File: src/rtl/core/chbf_pkg.sv
// ----------------------------------------------------------------------------
// chbf_pkg
// Shared types and constants for the brute-force convex hull marker.
// ----------------------------------------------------------------------------
package chbf_pkg;

  // Fixed field widths of the external transactions and the status count
  localparam int COORD_IN_W  = 16;
  localparam int HULL_IDX_W  = 6;
  localparam int CNT_FIELD_W = 7;

  // One input transaction: a point, the last of its set marked
  typedef struct packed {
    logic signed [COORD_IN_W-1:0] x_coord;
    logic signed [COORD_IN_W-1:0] y_coord;
    logic                         set_end;
  } in_item_t;

  // One result transaction: a hull point index
  typedef struct packed {
    logic [HULL_IDX_W-1:0] hull_index;
    logic                  run_end;
    logic                  overflow;
  } out_item_t;

  // Commands from the controller to the datapath
  typedef struct packed {
    logic                  load;
    logic                  rd_en;
    logic [HULL_IDX_W-1:0] rd_addr;
    logic                  lat_i;
    logic                  lat_j;
    logic                  set_pair;
    logic                  k_issue;
    logic                  mark_pair;
    logic [HULL_IDX_W-1:0] pair_i;
    logic [HULL_IDX_W-1:0] pair_j;
    logic                  scan_en;
    logic [HULL_IDX_W-1:0] scan_idx;
    logic                  flush;
  } dp_cmd_t;

  // Status from the datapath to the controller
  typedef struct packed {
    logic [CNT_FIELD_W-1:0] count;
    logic                   pipe_busy;
    logic                   coincident;
    logic                   opposite;
  } dp_sts_t;

endpackage

File: src/rtl/core/convex_hull_brute_force.sv
// ----------------------------------------------------------------------------
// convex_hull_brute_force
// Loads a set of 2D points and reports the indices of its hull points.
// ----------------------------------------------------------------------------
//  channel  ports                        handshake
//  input    in_payload, start, busy      taken when start && !busy
//  result   out_payload, out_strobe      one cycle per transaction, no stall
//
//  Loading takes a point whenever start is high and busy is low. A set_end
//  point starts the hull pass: each of the n(n-1)/2 pairs whose points do not
//  coincide is tested against every stored point, bounded by the single read
//  port of the point store, which serves one test point per cycle; then the
//  marked indices are scanned out. busy is high for the whole pass. Reset is
//  synchronous and clears the set state; no clearing pass is needed. Results
//  cannot be held off by the receiver.
// ----------------------------------------------------------------------------
module convex_hull_brute_force #(
  parameter int MAX_POINTS = 64,
  parameter int COORD_BITS = 16
) (
  input  logic                clk,
  input  logic                rst_n,
  input  logic                start,
  output logic                busy,
  input  chbf_pkg::in_item_t  in_payload,
  output logic                out_strobe,
  output chbf_pkg::out_item_t out_payload
);
  import chbf_pkg::*;

  dp_cmd_t cmd;
  dp_sts_t sts;

  // Sequencer
  chbf_ctrl #(
    .MAX_POINTS(MAX_POINTS)
  ) u_ctrl (
    .clk    (clk),
    .rst_n  (rst_n),
    .start  (start),
    .set_end(in_payload.set_end),
    .busy   (busy),
    .cmd    (cmd),
    .sts    (sts)
  );

  // Store and side test
  chbf_datapath #(
    .MAX_POINTS(MAX_POINTS),
    .COORD_BITS(COORD_BITS)
  ) u_datapath (
    .clk        (clk),
    .rst_n      (rst_n),
    .cmd        (cmd),
    .sts        (sts),
    .in_payload (in_payload),
    .out_strobe (out_strobe),
    .out_payload(out_payload)
  );

endmodule

File: src/rtl/core/chbf_ctrl.sv
// ----------------------------------------------------------------------------
// chbf_ctrl
// Sequencer: walks the load phase, every point pair, every test point of a
// non-coincident pair, and the final index scan.
// ----------------------------------------------------------------------------
module chbf_ctrl #(
  parameter int MAX_POINTS = 64
) (
  input  logic              clk,
  input  logic              rst_n,
  input  logic              start,
  input  logic              set_end,
  output logic              busy,
  output chbf_pkg::dp_cmd_t cmd,
  input  chbf_pkg::dp_sts_t sts
);
  import chbf_pkg::*;

  localparam int IDX_W = $clog2(MAX_POINTS);
  localparam int CNT_W = $clog2(MAX_POINTS + 1);
  localparam int SW    = CNT_W + 1;

  typedef enum logic [10:0] {
    ST_IDLE  = 11'b000_0000_0001,
    ST_INIT  = 11'b000_0000_0010,
    ST_RD_I  = 11'b000_0000_0100,
    ST_RD_J  = 11'b000_0000_1000,
    ST_LAT_J = 11'b000_0001_0000,
    ST_TEST  = 11'b000_0010_0000,
    ST_SCAN  = 11'b000_0100_0000,
    ST_DRAIN = 11'b000_1000_0000,
    ST_NEXT  = 11'b001_0000_0000,
    ST_EMIT  = 11'b010_0000_0000,
    ST_FLUSH = 11'b100_0000_0000
  } state_t;

  state_t           state_r, state_nxt;
  logic [IDX_W-1:0] i_r, i_nxt;
  logic [IDX_W-1:0] j_r, j_nxt;
  logic [IDX_W-1:0] k_r, k_nxt;
  logic [SW-1:0]    n_w;

  assign n_w  = SW'(CNT_W'(sts.count));
  assign busy = (state_r != ST_IDLE);

  // Next state, counters and command decode
  always_comb begin
    state_nxt = state_r;
    i_nxt     = i_r;
    j_nxt     = j_r;
    k_nxt     = k_r;
    cmd       = '0;
    cmd.pair_i   = HULL_IDX_W'(i_r);
    cmd.pair_j   = HULL_IDX_W'(j_r);
    cmd.scan_idx = HULL_IDX_W'(k_r);
    unique case (state_r)
      ST_IDLE: begin
        cmd.load = start;
        if (start && set_end) begin
          state_nxt = ST_INIT;
        end
      end
      ST_INIT: begin
        i_nxt = '0;
        j_nxt = IDX_W'(1);
        k_nxt = '0;
        if (n_w < SW'(2)) begin
          state_nxt = ST_EMIT;
        end else begin
          state_nxt = ST_RD_I;
        end
      end
      ST_RD_I: begin
        cmd.rd_en   = 1'b1;
        cmd.rd_addr = HULL_IDX_W'(i_r);
        state_nxt   = ST_RD_J;
      end
      ST_RD_J: begin
        cmd.rd_en   = 1'b1;
        cmd.rd_addr = HULL_IDX_W'(j_r);
        cmd.lat_i   = 1'b1;
        state_nxt   = ST_LAT_J;
      end
      ST_LAT_J: begin
        cmd.lat_j = 1'b1;
        state_nxt = ST_TEST;
      end
      ST_TEST: begin
        k_nxt = '0;
        if (sts.coincident) begin
          state_nxt = ST_NEXT;
        end else begin
          cmd.set_pair = 1'b1;
          state_nxt    = ST_SCAN;
        end
      end
      ST_SCAN: begin
        cmd.rd_en   = 1'b1;
        cmd.rd_addr = HULL_IDX_W'(k_r);
        cmd.k_issue = 1'b1;
        k_nxt       = k_r + IDX_W'(1);
        if (SW'(k_r) + SW'(1) == n_w) begin
          state_nxt = ST_DRAIN;
        end
      end
      ST_DRAIN: begin
        // wait for the last cross products to settle the side flags
        if (!sts.pipe_busy) begin
          cmd.mark_pair = !sts.opposite;
          state_nxt     = ST_NEXT;
        end
      end
      ST_NEXT: begin
        if (SW'(j_r) + SW'(1) != n_w) begin
          j_nxt     = j_r + IDX_W'(1);
          state_nxt = ST_RD_I;
        end else if (SW'(i_r) + SW'(3) > n_w) begin
          k_nxt     = '0;
          state_nxt = ST_EMIT;
        end else begin
          i_nxt     = i_r + IDX_W'(1);
          j_nxt     = IDX_W'(32'(i_r) + 2);
          state_nxt = ST_RD_I;
        end
      end
      ST_EMIT: begin
        cmd.scan_en = 1'b1;
        k_nxt       = k_r + IDX_W'(1);
        if (SW'(k_r) + SW'(1) == n_w) begin
          state_nxt = ST_FLUSH;
        end
      end
      ST_FLUSH: begin
        cmd.flush = 1'b1;
        state_nxt = ST_IDLE;
      end
      default: begin
        state_nxt = ST_IDLE;
      end
    endcase
  end

  // State and counter registers
  always_ff @(posedge clk) begin
    if (!rst_n) begin
      state_r <= ST_IDLE;
      i_r     <= '0;
      j_r     <= '0;
      k_r     <= '0;
    end else begin
      state_r <= state_nxt;
      i_r     <= i_nxt;
      j_r     <= j_nxt;
      k_r     <= k_nxt;
    end
  end

`ifndef SYNTH
  // A pair is decided only once its test pipeline has drained
  a_mark_after_drain: assert property (@(posedge clk) disable iff (!rst_n)
    cmd.mark_pair |-> (state_r == ST_DRAIN) && !sts.pipe_busy)
    else $error("pair marked before the side test finished");

  // The pair indices always address stored points in order
  a_pair_order: assert property (@(posedge clk) disable iff (!rst_n)
    (state_r == ST_RD_I) |-> (i_r < j_r) && (SW'(j_r) < n_w))
    else $error("pair indices out of order or beyond the stored set");

  // A finished set always ends in a flush and returns to idle
  a_flush_idle: assert property (@(posedge clk) disable iff (!rst_n)
    (state_r == ST_FLUSH) |=> (state_r == ST_IDLE))
    else $error("flush did not return to idle");
`endif

endmodule

File: src/rtl/core/chbf_datapath.sv
// ----------------------------------------------------------------------------
// chbf_datapath
// Point store, pair registers, cross-product side test pipeline, hull marks
// and the result register.
// ----------------------------------------------------------------------------
module chbf_datapath #(
  parameter int MAX_POINTS = 64,
  parameter int COORD_BITS = 16
) (
  input  logic                clk,
  input  logic                rst_n,
  input  chbf_pkg::dp_cmd_t   cmd,
  output chbf_pkg::dp_sts_t   sts,
  input  chbf_pkg::in_item_t  in_payload,
  output logic                out_strobe,
  output chbf_pkg::out_item_t out_payload
);
  import chbf_pkg::*;

  localparam int IDX_W = $clog2(MAX_POINTS);
  localparam int CNT_W = $clog2(MAX_POINTS + 1);
  localparam int CW    = COORD_BITS;
  localparam int DW    = COORD_BITS + 1;
  localparam int PW    = 2 * DW;

  // Reduce an input field to a coordinate of CW bits, as the set defines it
  function automatic logic signed [CW-1:0] to_coord(input logic [COORD_IN_W-1:0] v);
    logic signed [CW-1:0] c;
    c = '0;
    for (int b = 0; b < CW; b++) begin
      c[b] = (b < COORD_IN_W) ? v[b % COORD_IN_W] : 1'b0;
    end
    return c;
  endfunction

  logic [2*CW-1:0]        mem [MAX_POINTS];
  logic [2*CW-1:0]        mem_q_r;
  logic [CNT_W-1:0]       count_r;
  logic                   dropped_r;
  logic [IDX_W-1:0]       least_idx_r;
  logic signed [CW-1:0]   least_x_r;
  logic signed [CW-1:0]   in_x, in_y;
  logic signed [CW-1:0]   xk, yk;
  logic signed [CW-1:0]   xi_r, yi_r, xj_r, yj_r;
  logic signed [DW-1:0]   dx_r, dy_r, ax_r, ay_r;
  logic signed [PW-1:0]   p_r, q_r;
  logic                   v1_r, v2_r, v3_r;
  logic                   pos_r, neg_r;
  logic [MAX_POINTS-1:0]  hull_mark_r;
  logic                   pend_v_r;
  logic [IDX_W-1:0]       pend_idx_r;
  logic                   out_valid_r;
  out_item_t              out_payload_r;
  logic [IDX_W-1:0]       scan_i;
  logic                   scan_hit;
  logic                   room;

  assign in_x     = to_coord(in_payload.x_coord);
  assign in_y     = to_coord(in_payload.y_coord);
  assign xk       = mem_q_r[2*CW-1:CW];
  assign yk       = mem_q_r[CW-1:0];
  assign room     = (count_r < CNT_W'(MAX_POINTS));
  assign scan_i   = cmd.scan_idx[IDX_W-1:0];
  assign scan_hit = hull_mark_r[scan_i] || (scan_i == least_idx_r);

  assign sts.count      = CNT_FIELD_W'(count_r);
  assign sts.pipe_busy  = v1_r || v2_r || v3_r;
  assign sts.coincident = (xi_r == xj_r) && (yi_r == yj_r);
  assign sts.opposite   = pos_r && neg_r;

  assign out_strobe  = out_valid_r;
  assign out_payload = out_payload_r;

  // Point store: write on load, registered read
  always_ff @(posedge clk) begin
    if (cmd.load && room) begin
      mem[count_r[IDX_W-1:0]] <= {in_x, in_y};
    end
    if (cmd.rd_en) begin
      mem_q_r <= mem[cmd.rd_addr[IDX_W-1:0]];
    end
  end

  // Track the first point of least x while loading
  always_ff @(posedge clk) begin
    if (cmd.load && room && ((count_r == '0) || (in_x < least_x_r))) begin
      least_idx_r <= count_r[IDX_W-1:0];
      least_x_r   <= in_x;
    end
  end

  // Capture the pair end points and their direction
  always_ff @(posedge clk) begin
    if (cmd.lat_i) begin
      xi_r <= xk;
      yi_r <= yk;
    end
    if (cmd.lat_j) begin
      xj_r <= xk;
      yj_r <= yk;
    end
    if (cmd.set_pair) begin
      dx_r <= $signed({xj_r[CW-1], xj_r}) - $signed({xi_r[CW-1], xi_r});
      dy_r <= $signed({yj_r[CW-1], yj_r}) - $signed({yi_r[CW-1], yi_r});
    end
  end

  // Side test pipeline: offsets, products, compare
  always_ff @(posedge clk) begin
    ax_r <= $signed({xk[CW-1], xk}) - $signed({xi_r[CW-1], xi_r});
    ay_r <= $signed({yk[CW-1], yk}) - $signed({yi_r[CW-1], yi_r});
    p_r  <= ax_r * dy_r;
    q_r  <= ay_r * dx_r;
  end

  always_ff @(posedge clk) begin
    if (!rst_n) begin
      v1_r  <= 1'b0;
      v2_r  <= 1'b0;
      v3_r  <= 1'b0;
      pos_r <= 1'b0;
      neg_r <= 1'b0;
    end else begin
      v1_r <= cmd.k_issue;
      v2_r <= v1_r;
      v3_r <= v2_r;
      if (cmd.set_pair) begin
        pos_r <= 1'b0;
        neg_r <= 1'b0;
      end else if (v3_r) begin
        pos_r <= pos_r || (p_r > q_r);
        neg_r <= neg_r || (p_r < q_r);
      end
    end
  end

  // Set control: fill count, drop flag, hull marks, pending result
  always_ff @(posedge clk) begin
    if (!rst_n) begin
      count_r     <= '0;
      dropped_r   <= 1'b0;
      hull_mark_r <= '0;
      pend_v_r    <= 1'b0;
      out_valid_r <= 1'b0;
    end else begin
      out_valid_r <= 1'b0;
      if (cmd.load) begin
        if (room) begin
          count_r <= count_r + CNT_W'(1);
        end else begin
          dropped_r <= 1'b1;
        end
      end
      if (cmd.mark_pair) begin
        hull_mark_r[cmd.pair_i[IDX_W-1:0]] <= 1'b1;
        hull_mark_r[cmd.pair_j[IDX_W-1:0]] <= 1'b1;
      end
      // hold one found index back so the last one can carry run_end
      if (cmd.scan_en && scan_hit) begin
        pend_v_r   <= 1'b1;
        pend_idx_r <= scan_i;
        if (pend_v_r) begin
          out_valid_r <= 1'b1;
        end
      end
      if (cmd.flush) begin
        out_valid_r <= pend_v_r;
        pend_v_r    <= 1'b0;
        count_r     <= '0;
        dropped_r   <= 1'b0;
        hull_mark_r <= '0;
      end
    end
  end

  // Result payload
  always_ff @(posedge clk) begin
    if ((cmd.scan_en && scan_hit && pend_v_r) || cmd.flush) begin
      out_payload_r.hull_index <= HULL_IDX_W'(pend_idx_r);
      out_payload_r.run_end    <= cmd.flush;
      out_payload_r.overflow   <= dropped_r;
    end
  end

`ifndef SYNTH
  // Every set ends with a result that carries run_end
  a_flush_emits: assert property (@(posedge clk) disable iff (!rst_n)
    cmd.flush |=> out_valid_r && out_payload_r.run_end)
    else $error("set ended without a final result");

  // Side flags are cleared only when no test point is in flight
  a_clear_idle_pipe: assert property (@(posedge clk) disable iff (!rst_n)
    cmd.set_pair |-> !(v1_r || v2_r || v3_r))
    else $error("side flags cleared with test points in flight");

  // The fill count never passes the store depth
  a_count_bound: assert property (@(posedge clk) disable iff (!rst_n)
    count_r <= CNT_W'(MAX_POINTS))
    else $error("point count beyond capacity");
`endif

endmodule

File: config.mk
export PLATFORM = sky130hd
export DESIGN_NAME = convex_hull_brute_force
export DESIGN_NICKNAME = d
export VERILOG_FILES = /design/src/rtl/core/chbf_pkg.sv /design/src/rtl/core/convex_hull_brute_force.sv /design/src/rtl/core/chbf_ctrl.sv /design/src/rtl/core/chbf_datapath.sv
export SDC_FILE = /design/constraint.sdc
export NUM_CORES = 2
export LEC_CHECK = 0
export BUFFER_PORTS_ARGS = -buffer_cell sky130_fd_sc_hd__buf_2
export CAP_MARGIN = 20
export CORE_MARGIN = 8
export CORE_UTILIZATION = 41
export DETAILED_ROUTE_END_ITERATION = 10
export GPL_TIMING_DRIVEN = 0
export SETUP_SLACK_MARGIN = 0.02
export SLEW_MARGIN = 20
export SYNTH_ARGS = -nofsm -noshare
export SYNTH_HDL_FRONTEND = slang
export SYNTH_SLANG_ARGS = --single-unit
File: constraint.sdc
create_clock -name clk -period 10.6 [get_ports clk]
set_input_delay 2.12 -clock clk [delete_from_list [all_inputs] [get_ports clk]]
set_output_delay 2.12 -clock clk [all_outputs]
set_load 0.01 [all_outputs]
; ---- Yosys cells after proc, flatten, opt, wreduce, memory -nomap -nowiden
; Memories as Yosys holds them, arrays and structs flattened. A register that Yosys moved wholly into a read port is not among the register bits.
; Index checks and enable logic that the tools add are counted.
[op_classes]
n_lt_le_gt_ge = 11
add_sub_neg = 12
eq_ne = 25
reduce_logical = 31
n_mux = 40
bitwise_logic = 4
multipliers = 2
[op_table]
columns = op, count
row1 = $or A64 B64 Y64, 2
row2 = $pmux W11 S10, 1
row3 = $mul A17 B17 Y34, 2
row4 = $sub A16 B16 Y17, 4
row5 = $mux W11, 5
row6 = $mux W6, 6
row7 = $gt A34 B34 Y1, 1
row8 = $lt A34 B34 Y1, 1
row9 = $eq A16 B16 Y1, 2
row10 = $pmux W6 S2, 2
row11 = $lt A6 B7 Y1 const B, 3
row12 = $pmux W7 S3, 1
row13 = $mux W10, 2
row14 = $add A6 B1 Y6 const B, 3
row15 = $mux W1, 18
row16 = $pmux W6 S3, 1
row17 = $lt A16 B16 Y1, 1
row18 = $add A6 B1 Y7 const B, 2
row19 = $demux W1 S6, 2
row20 = $ge A6 B1 Y1 const B, 2
row21 = $eq A11 B1 Y1 const B, 1
row22 = $eq A11 B10 Y1 const B, 1
row23 = $eq A11 B11 Y1 const B, 1
row24 = $eq A11 B2 Y1 const B, 1
row25 = other kinds (33), 60
[totals]
out_inout_bits = 10
mem_count = 1
ram_bits = 2048
in_bits = 36
reg_bits = 344
[mem_list]
columns = memory, words, width, rd, rd_ports_with_merged_regs, write_ports, line_no
row1 = u_datapath.mem, 64, 32, 1, 1, 1, chbf_datapath.sv:36  ; logic [2*CW-1:0] mem [MAX_POINTS];

; ---- Depth between registers and ports, before layout
[logic_depth]
word_depth = 6
depth_mapped = 25
mapped_depth_nobuf = 24

; ---- Hierarchy
; Synthesis repeated with hierarchy kept, for this count alone.
[hier_totals]
hier_cells = 6979
area_unflattened_um2 = 116784.5
[by_module_without_submodules]
columns = mod, area_per_inst_um2, n_inst, cells_each
row1 = chbf_datapath, 114295.9, 1, 6652
row2 = chbf_ctrl, 2488.6, 1, 327

; ---- Worst setup path before layout
; OpenSTA, ideal clock, no wires.
[synth_timing]
path_type = register to register
from = register u_datapath.dy_r[5]
to = register u_datapath.p_r[25]
stages_incl_launch_ff = 24
n_path_buf = 1
path_slack_ns = 4.195
t_required_ns = 10.528
t_arrival_ns = 6.333
path_cell_list = edfxtp_1 -> clkbuf_1 -> and2_1 -> fa_1 -> inv_1 -> fa_1 -> inv_1 -> fa_1 -> fa_1 -> fa_1 -> inv_1 -> fa_1 -> inv_1 -> ha_1 -> a211oi_1 -> nor2_1 -> o41ai_1 -> a31oi_1 -> o21a_1 -> o21a_1 -> or4_1 -> a31o_2 -> a21oi_1 -> xnor2_1
[synth_between]
elab_chain_cells = 1
[synth_lines]
columns = element, line_no
row1 = "start, declared", chbf_datapath.sv:45  ; logic signed [DW-1:0] dx_r, dy_r, ax_r, ay_r;
row2 = "start signal, assigned", chbf_datapath.sv:104  ; dy_r <= $signed({yj_r[CW-1], yj_r}) - $signed({yi_r[CW-1], yi_r});
row3 = $mul A17 B17 Y34, chbf_datapath.sv:112  ; p_r <= ax_r * dy_r;
row4 = "end signal, assigned", chbf_datapath.sv:112
row5 = "end, declared", chbf_datapath.sv:46  ; logic signed [PW-1:0] p_r, q_r;
; Every way passes these cells.
; A chain may end at the register's enable or synchronous reset.

; ---- Worst setup path in the final report
[layout_timing]
from = register u_datapath.ax_r[11]
to = register u_datapath.p_r[33]
[layout_between]
elab_chain_cells = 1
[layout_lines]
columns = element, line_no
row1 = "start, declared", chbf_datapath.sv:45
row2 = "start signal, assigned", chbf_datapath.sv:110  ; ax_r <= $signed({xk[CW-1], xk}) - $signed({xi_r[CW-1], xi_r});
row3 = $mul A17 B17 Y34, chbf_datapath.sv:112
; Every way passes these cells.

==> out/results.ini <==
[status]
outcome = finished, final reports clean

[power]
powerDensity_nw_per_um2 = 145
p_leak_uw = 0.0508
ir_drop_mv = 0.157
total_power_uw = 19700

[routing]
drtPass1Iterations = 9
vias = 85300
drt-total-wl_um = 419000
drtIter0Drc = 12500
detail-route-antenna-nets = 0
wl_per_cell_um = 28.6
route.detailed.drc = 0
viasPerCell = 5.83

[min_path]
hp-class = reg -> reg
min_delay_path_depth = 0

[timing]
setup_violations = 0
fmax_ghz = 0.120
fin_setup_tns_ns = 0
rsz0062_at_grt = no
tightest_slew_ns = 1.29
min_period_ns = 8.32
period_share = 0.785
slew_headroom = 0.142
slew_viol_final = 0
finalHoldViolCount = 0
finClkSkew_ns = 0.0968

[floorplanning]
die_area_um2 = 306000
fp-row-count = 197
core_um2 = 288000
io_pins = 46
fp.dieH_um = 554
die_x_um = 554
initial_utilization = 0.412

[final_layout]
syn2layout_area_growth_pct = 14.6
drive_gt1_frac = 0.0698
nNetsFinal = 11600

[placed_design]
place_congestion = 0.923
hpwlAfterDp_um = 301000
portBuffers = 45

[clock_network]
clk_latency_ns = 0.95
cts_tree = yes
root_buffer = clkbuf_16
clockBufferDepth = 4
clk_pin_slew_ns = 0.06
cts_resized = 0
cts.sinks = 2424
cts-buffers-inserted = 246
cts_max_level = 4
postCtsSetupBuffers = 0
hold_buffers = 0

[setup_path]
critPathMostFrequentCell = fa_1
path_cells = clkbuf_1 -> nand2_1 -> fa_1 -> fa_1 -> inv_1 -> fa_1 -> fa_1 -> fa_1 -> inv_1 -> fa_1 -> inv_1 -> ha_1 -> a211oi_1 -> nor2_1 -> o41ai_1 -> a31oi_1 -> o31ai_1 -> a21oi_1 -> nand4_1 -> nand4b_1 -> a21oi_1 -> xnor2_1
worstRegToRegCells = 22
worstPathArrival_ns = 9.01
path_class = reg -> reg
max_stage_delay_ns = 0.81
crit_fanout = 10
critical_path_required_ns = 11.29
critPathSlowestCell = o41ai_1
start_kind = flip-flop
setup.worst_path.end_class = flip-flop

[flow_run]
cap_violations = 0

[global_routing]
grt-ovfl-total = 0
grt_max_degree = 67
grt_pass1_wl_um = 591000
antenna_found_initial = 45
grt_use_total = 0.265
grt_pass1_vias = 82900

[synthesis]
synth_cells = 10200
synth_cell_types = 73
synth_seq_cells = 2424
seq_area_frac_synth = 0.597
synth_edf_count = 2214
yosysTopAreaCell = edfxtp_1
synthArstFlopShare = 0
synth_top_area_frac = 0.561
synth_nets = 11100
yosysWarningCount = 0
syn_area_um2 = 118000
synth-main-ff-cell = edfxtp_1
synth_area_per_cell_um2 = 11.6
synth_area_leaders = edfxtp_1, fa_1, nand2_1

==> logic make-up (layout without fill, tap and decap cells) <==
kind of cell | Yosys count | count (layout) | share of synthesized area
buffers and inverters | 1253 | 1907 | 0.0404
AO/OA/AOI/OAI | 525 | 525 | 0.0281
adder cells (fa/ha/maj) | 896 | 896 | 0.132
AND/OR/NAND/NOR | 4899 | 4899 | 0.187
other | 0 | 16 | 0
XOR/XNOR | 156 | 156 | 0.0115
multiplexers | 25 | 25 | 0.00434
flip-flops | 2424 | 2424 | 0.597
==> metrics by stage <==
step	util	hold slack [ns]	setup slack (ns)	instances	area, um2
finish	0.472	0.427	2.28	14600	136000
CTS	0.472	0.427	2.41	14600	136000
global placement	0.429	0.411	2.19	14000	123000
floorplan	-	0.400	4.19	10200	118000
detailed placement	0.444	0.413	2.46	14200	128000
global route	0.472	0.430	1.99	14600	136000
==> cells in the mapped netlist, types with 46 or more instances <==
| library cell | count |
|---|---|
| xor2_1 | 46 |
| o22ai_1 | 71 |
| edfxtp_1 | 2214 |
| nand2_1 | 2412 |
| ha_1 | 300 |
| a31oi_1 | 59 |
| clkbuf_1 | 399 |
| inv_1 | 727 |
| a21o_1 | 46 |
| nor2_1 | 292 |
| nand3_1 | 1486 |
| buf_1 | 64 |
| nand4_1 | 146 |
| fa_1 | 596 |
| xnor2_1 | 110 |
| o21ai_0 | 77 |
| a21oi_1 | 140 |
| and3_1 | 47 |
| buf_2 | 60 |
| and2_1 | 312 |
| dfxtp_1 | 210 |
==> final timing paths <==
kind / startpoint / end / slack, ns
min reg2reg: u_datapath.count_r[5]$_SDFFE_PP0P_ / u_datapath.least_idx_r[5]$_DFFE_PP_ / 0.43
max: u_datapath.ax_r[11]$_DFF_P_ / u_datapath.p_r[33]$_DFF_P_ / 2.28
min: u_datapath.count_r[5]$_SDFFE_PP0P_ / u_datapath.least_idx_r[5]$_DFFE_PP_ / 0.43
max reg2reg: u_datapath.ax_r[11]$_DFF_P_ / u_datapath.p_r[33]$_DFF_P_ / 2.28
==> metal layers <==
layer	up-vias	global-route usage	routed length [um]
met1	42500	0.337	152000
met2	5530	0.416	187000
met5	-	0	362
met4	16	0.151	29400
met3	1169	0.0624	49600
li1	36000	-	-
==> sequential cells by signal, indices dropped and copies added (netlist names), 17 cells and up <==
| name | flops |
|---|---|
| u_datapath.mem | 2048 |
| u_datapath.dx_r | 17 |
| u_datapath.hull_mark_r | 64 |
| u_datapath.ay_r | 17 |
| u_datapath.q_r | 34 |
| u_datapath.ax_r | 17 |
| u_datapath.dy_r | 17 |
| u_datapath.p_r | 34 |
| u_datapath.mem_q_r | 32 |
==> cell type report <==
type / instances / area (um2)
diodes: 16 / 40.0
plain buffers: 524 / 2070
clock buffers: 294 / 6390
clock inverters: 150 / 1550
fillers: 25600 / 152000
inverters: 729 / 2740
multi-input cells: 6501 / 43500
flip-flops and latches: 2424 / 70700
well taps: 3781 / 4730
repair buffers: 210 / 4110
==> layout by cell type, fill, tap and decap left out, types with 226 or more instances in the layout <==
cell       synthesis  routed
edfxtp_1        2214    2214
nor2_1           292     226
nand2_1         2412    2412
clkbuf_16          0     247
fa_1             596     596
nand3_1         1486    1486
inv_1            727     726
clkbuf_1         399     430
and2_1           312     311
ha_1             300     300
==> worst max-delay path, delay by kind of cell (launching register included) <==
| kind | cells | cell delay, ns |
|---|---|---|
| AND/OR/NAND/NOR | 4 | 0.53 |
| buffers and inverters | 4 | 0.74 |
| AO/OA/AOI/OAI | 6 | 2.43 |
| XOR/XNOR | 1 | 0.29 |
| flip-flops | 1 | 0.72 |
| adder cells (fa/ha/maj) | 7 | 3.42 |
==> power by group <==
part	switching, uW	total, uW	internal, uW	leakage [uW]
logic	391	500	108	0.0252
registers	14.4	10500	10500	0.0217
clock network	3760	8760	5000	0.00387
total	4160	19700	15600	0.0508
(Power assumes the default switching activity.)
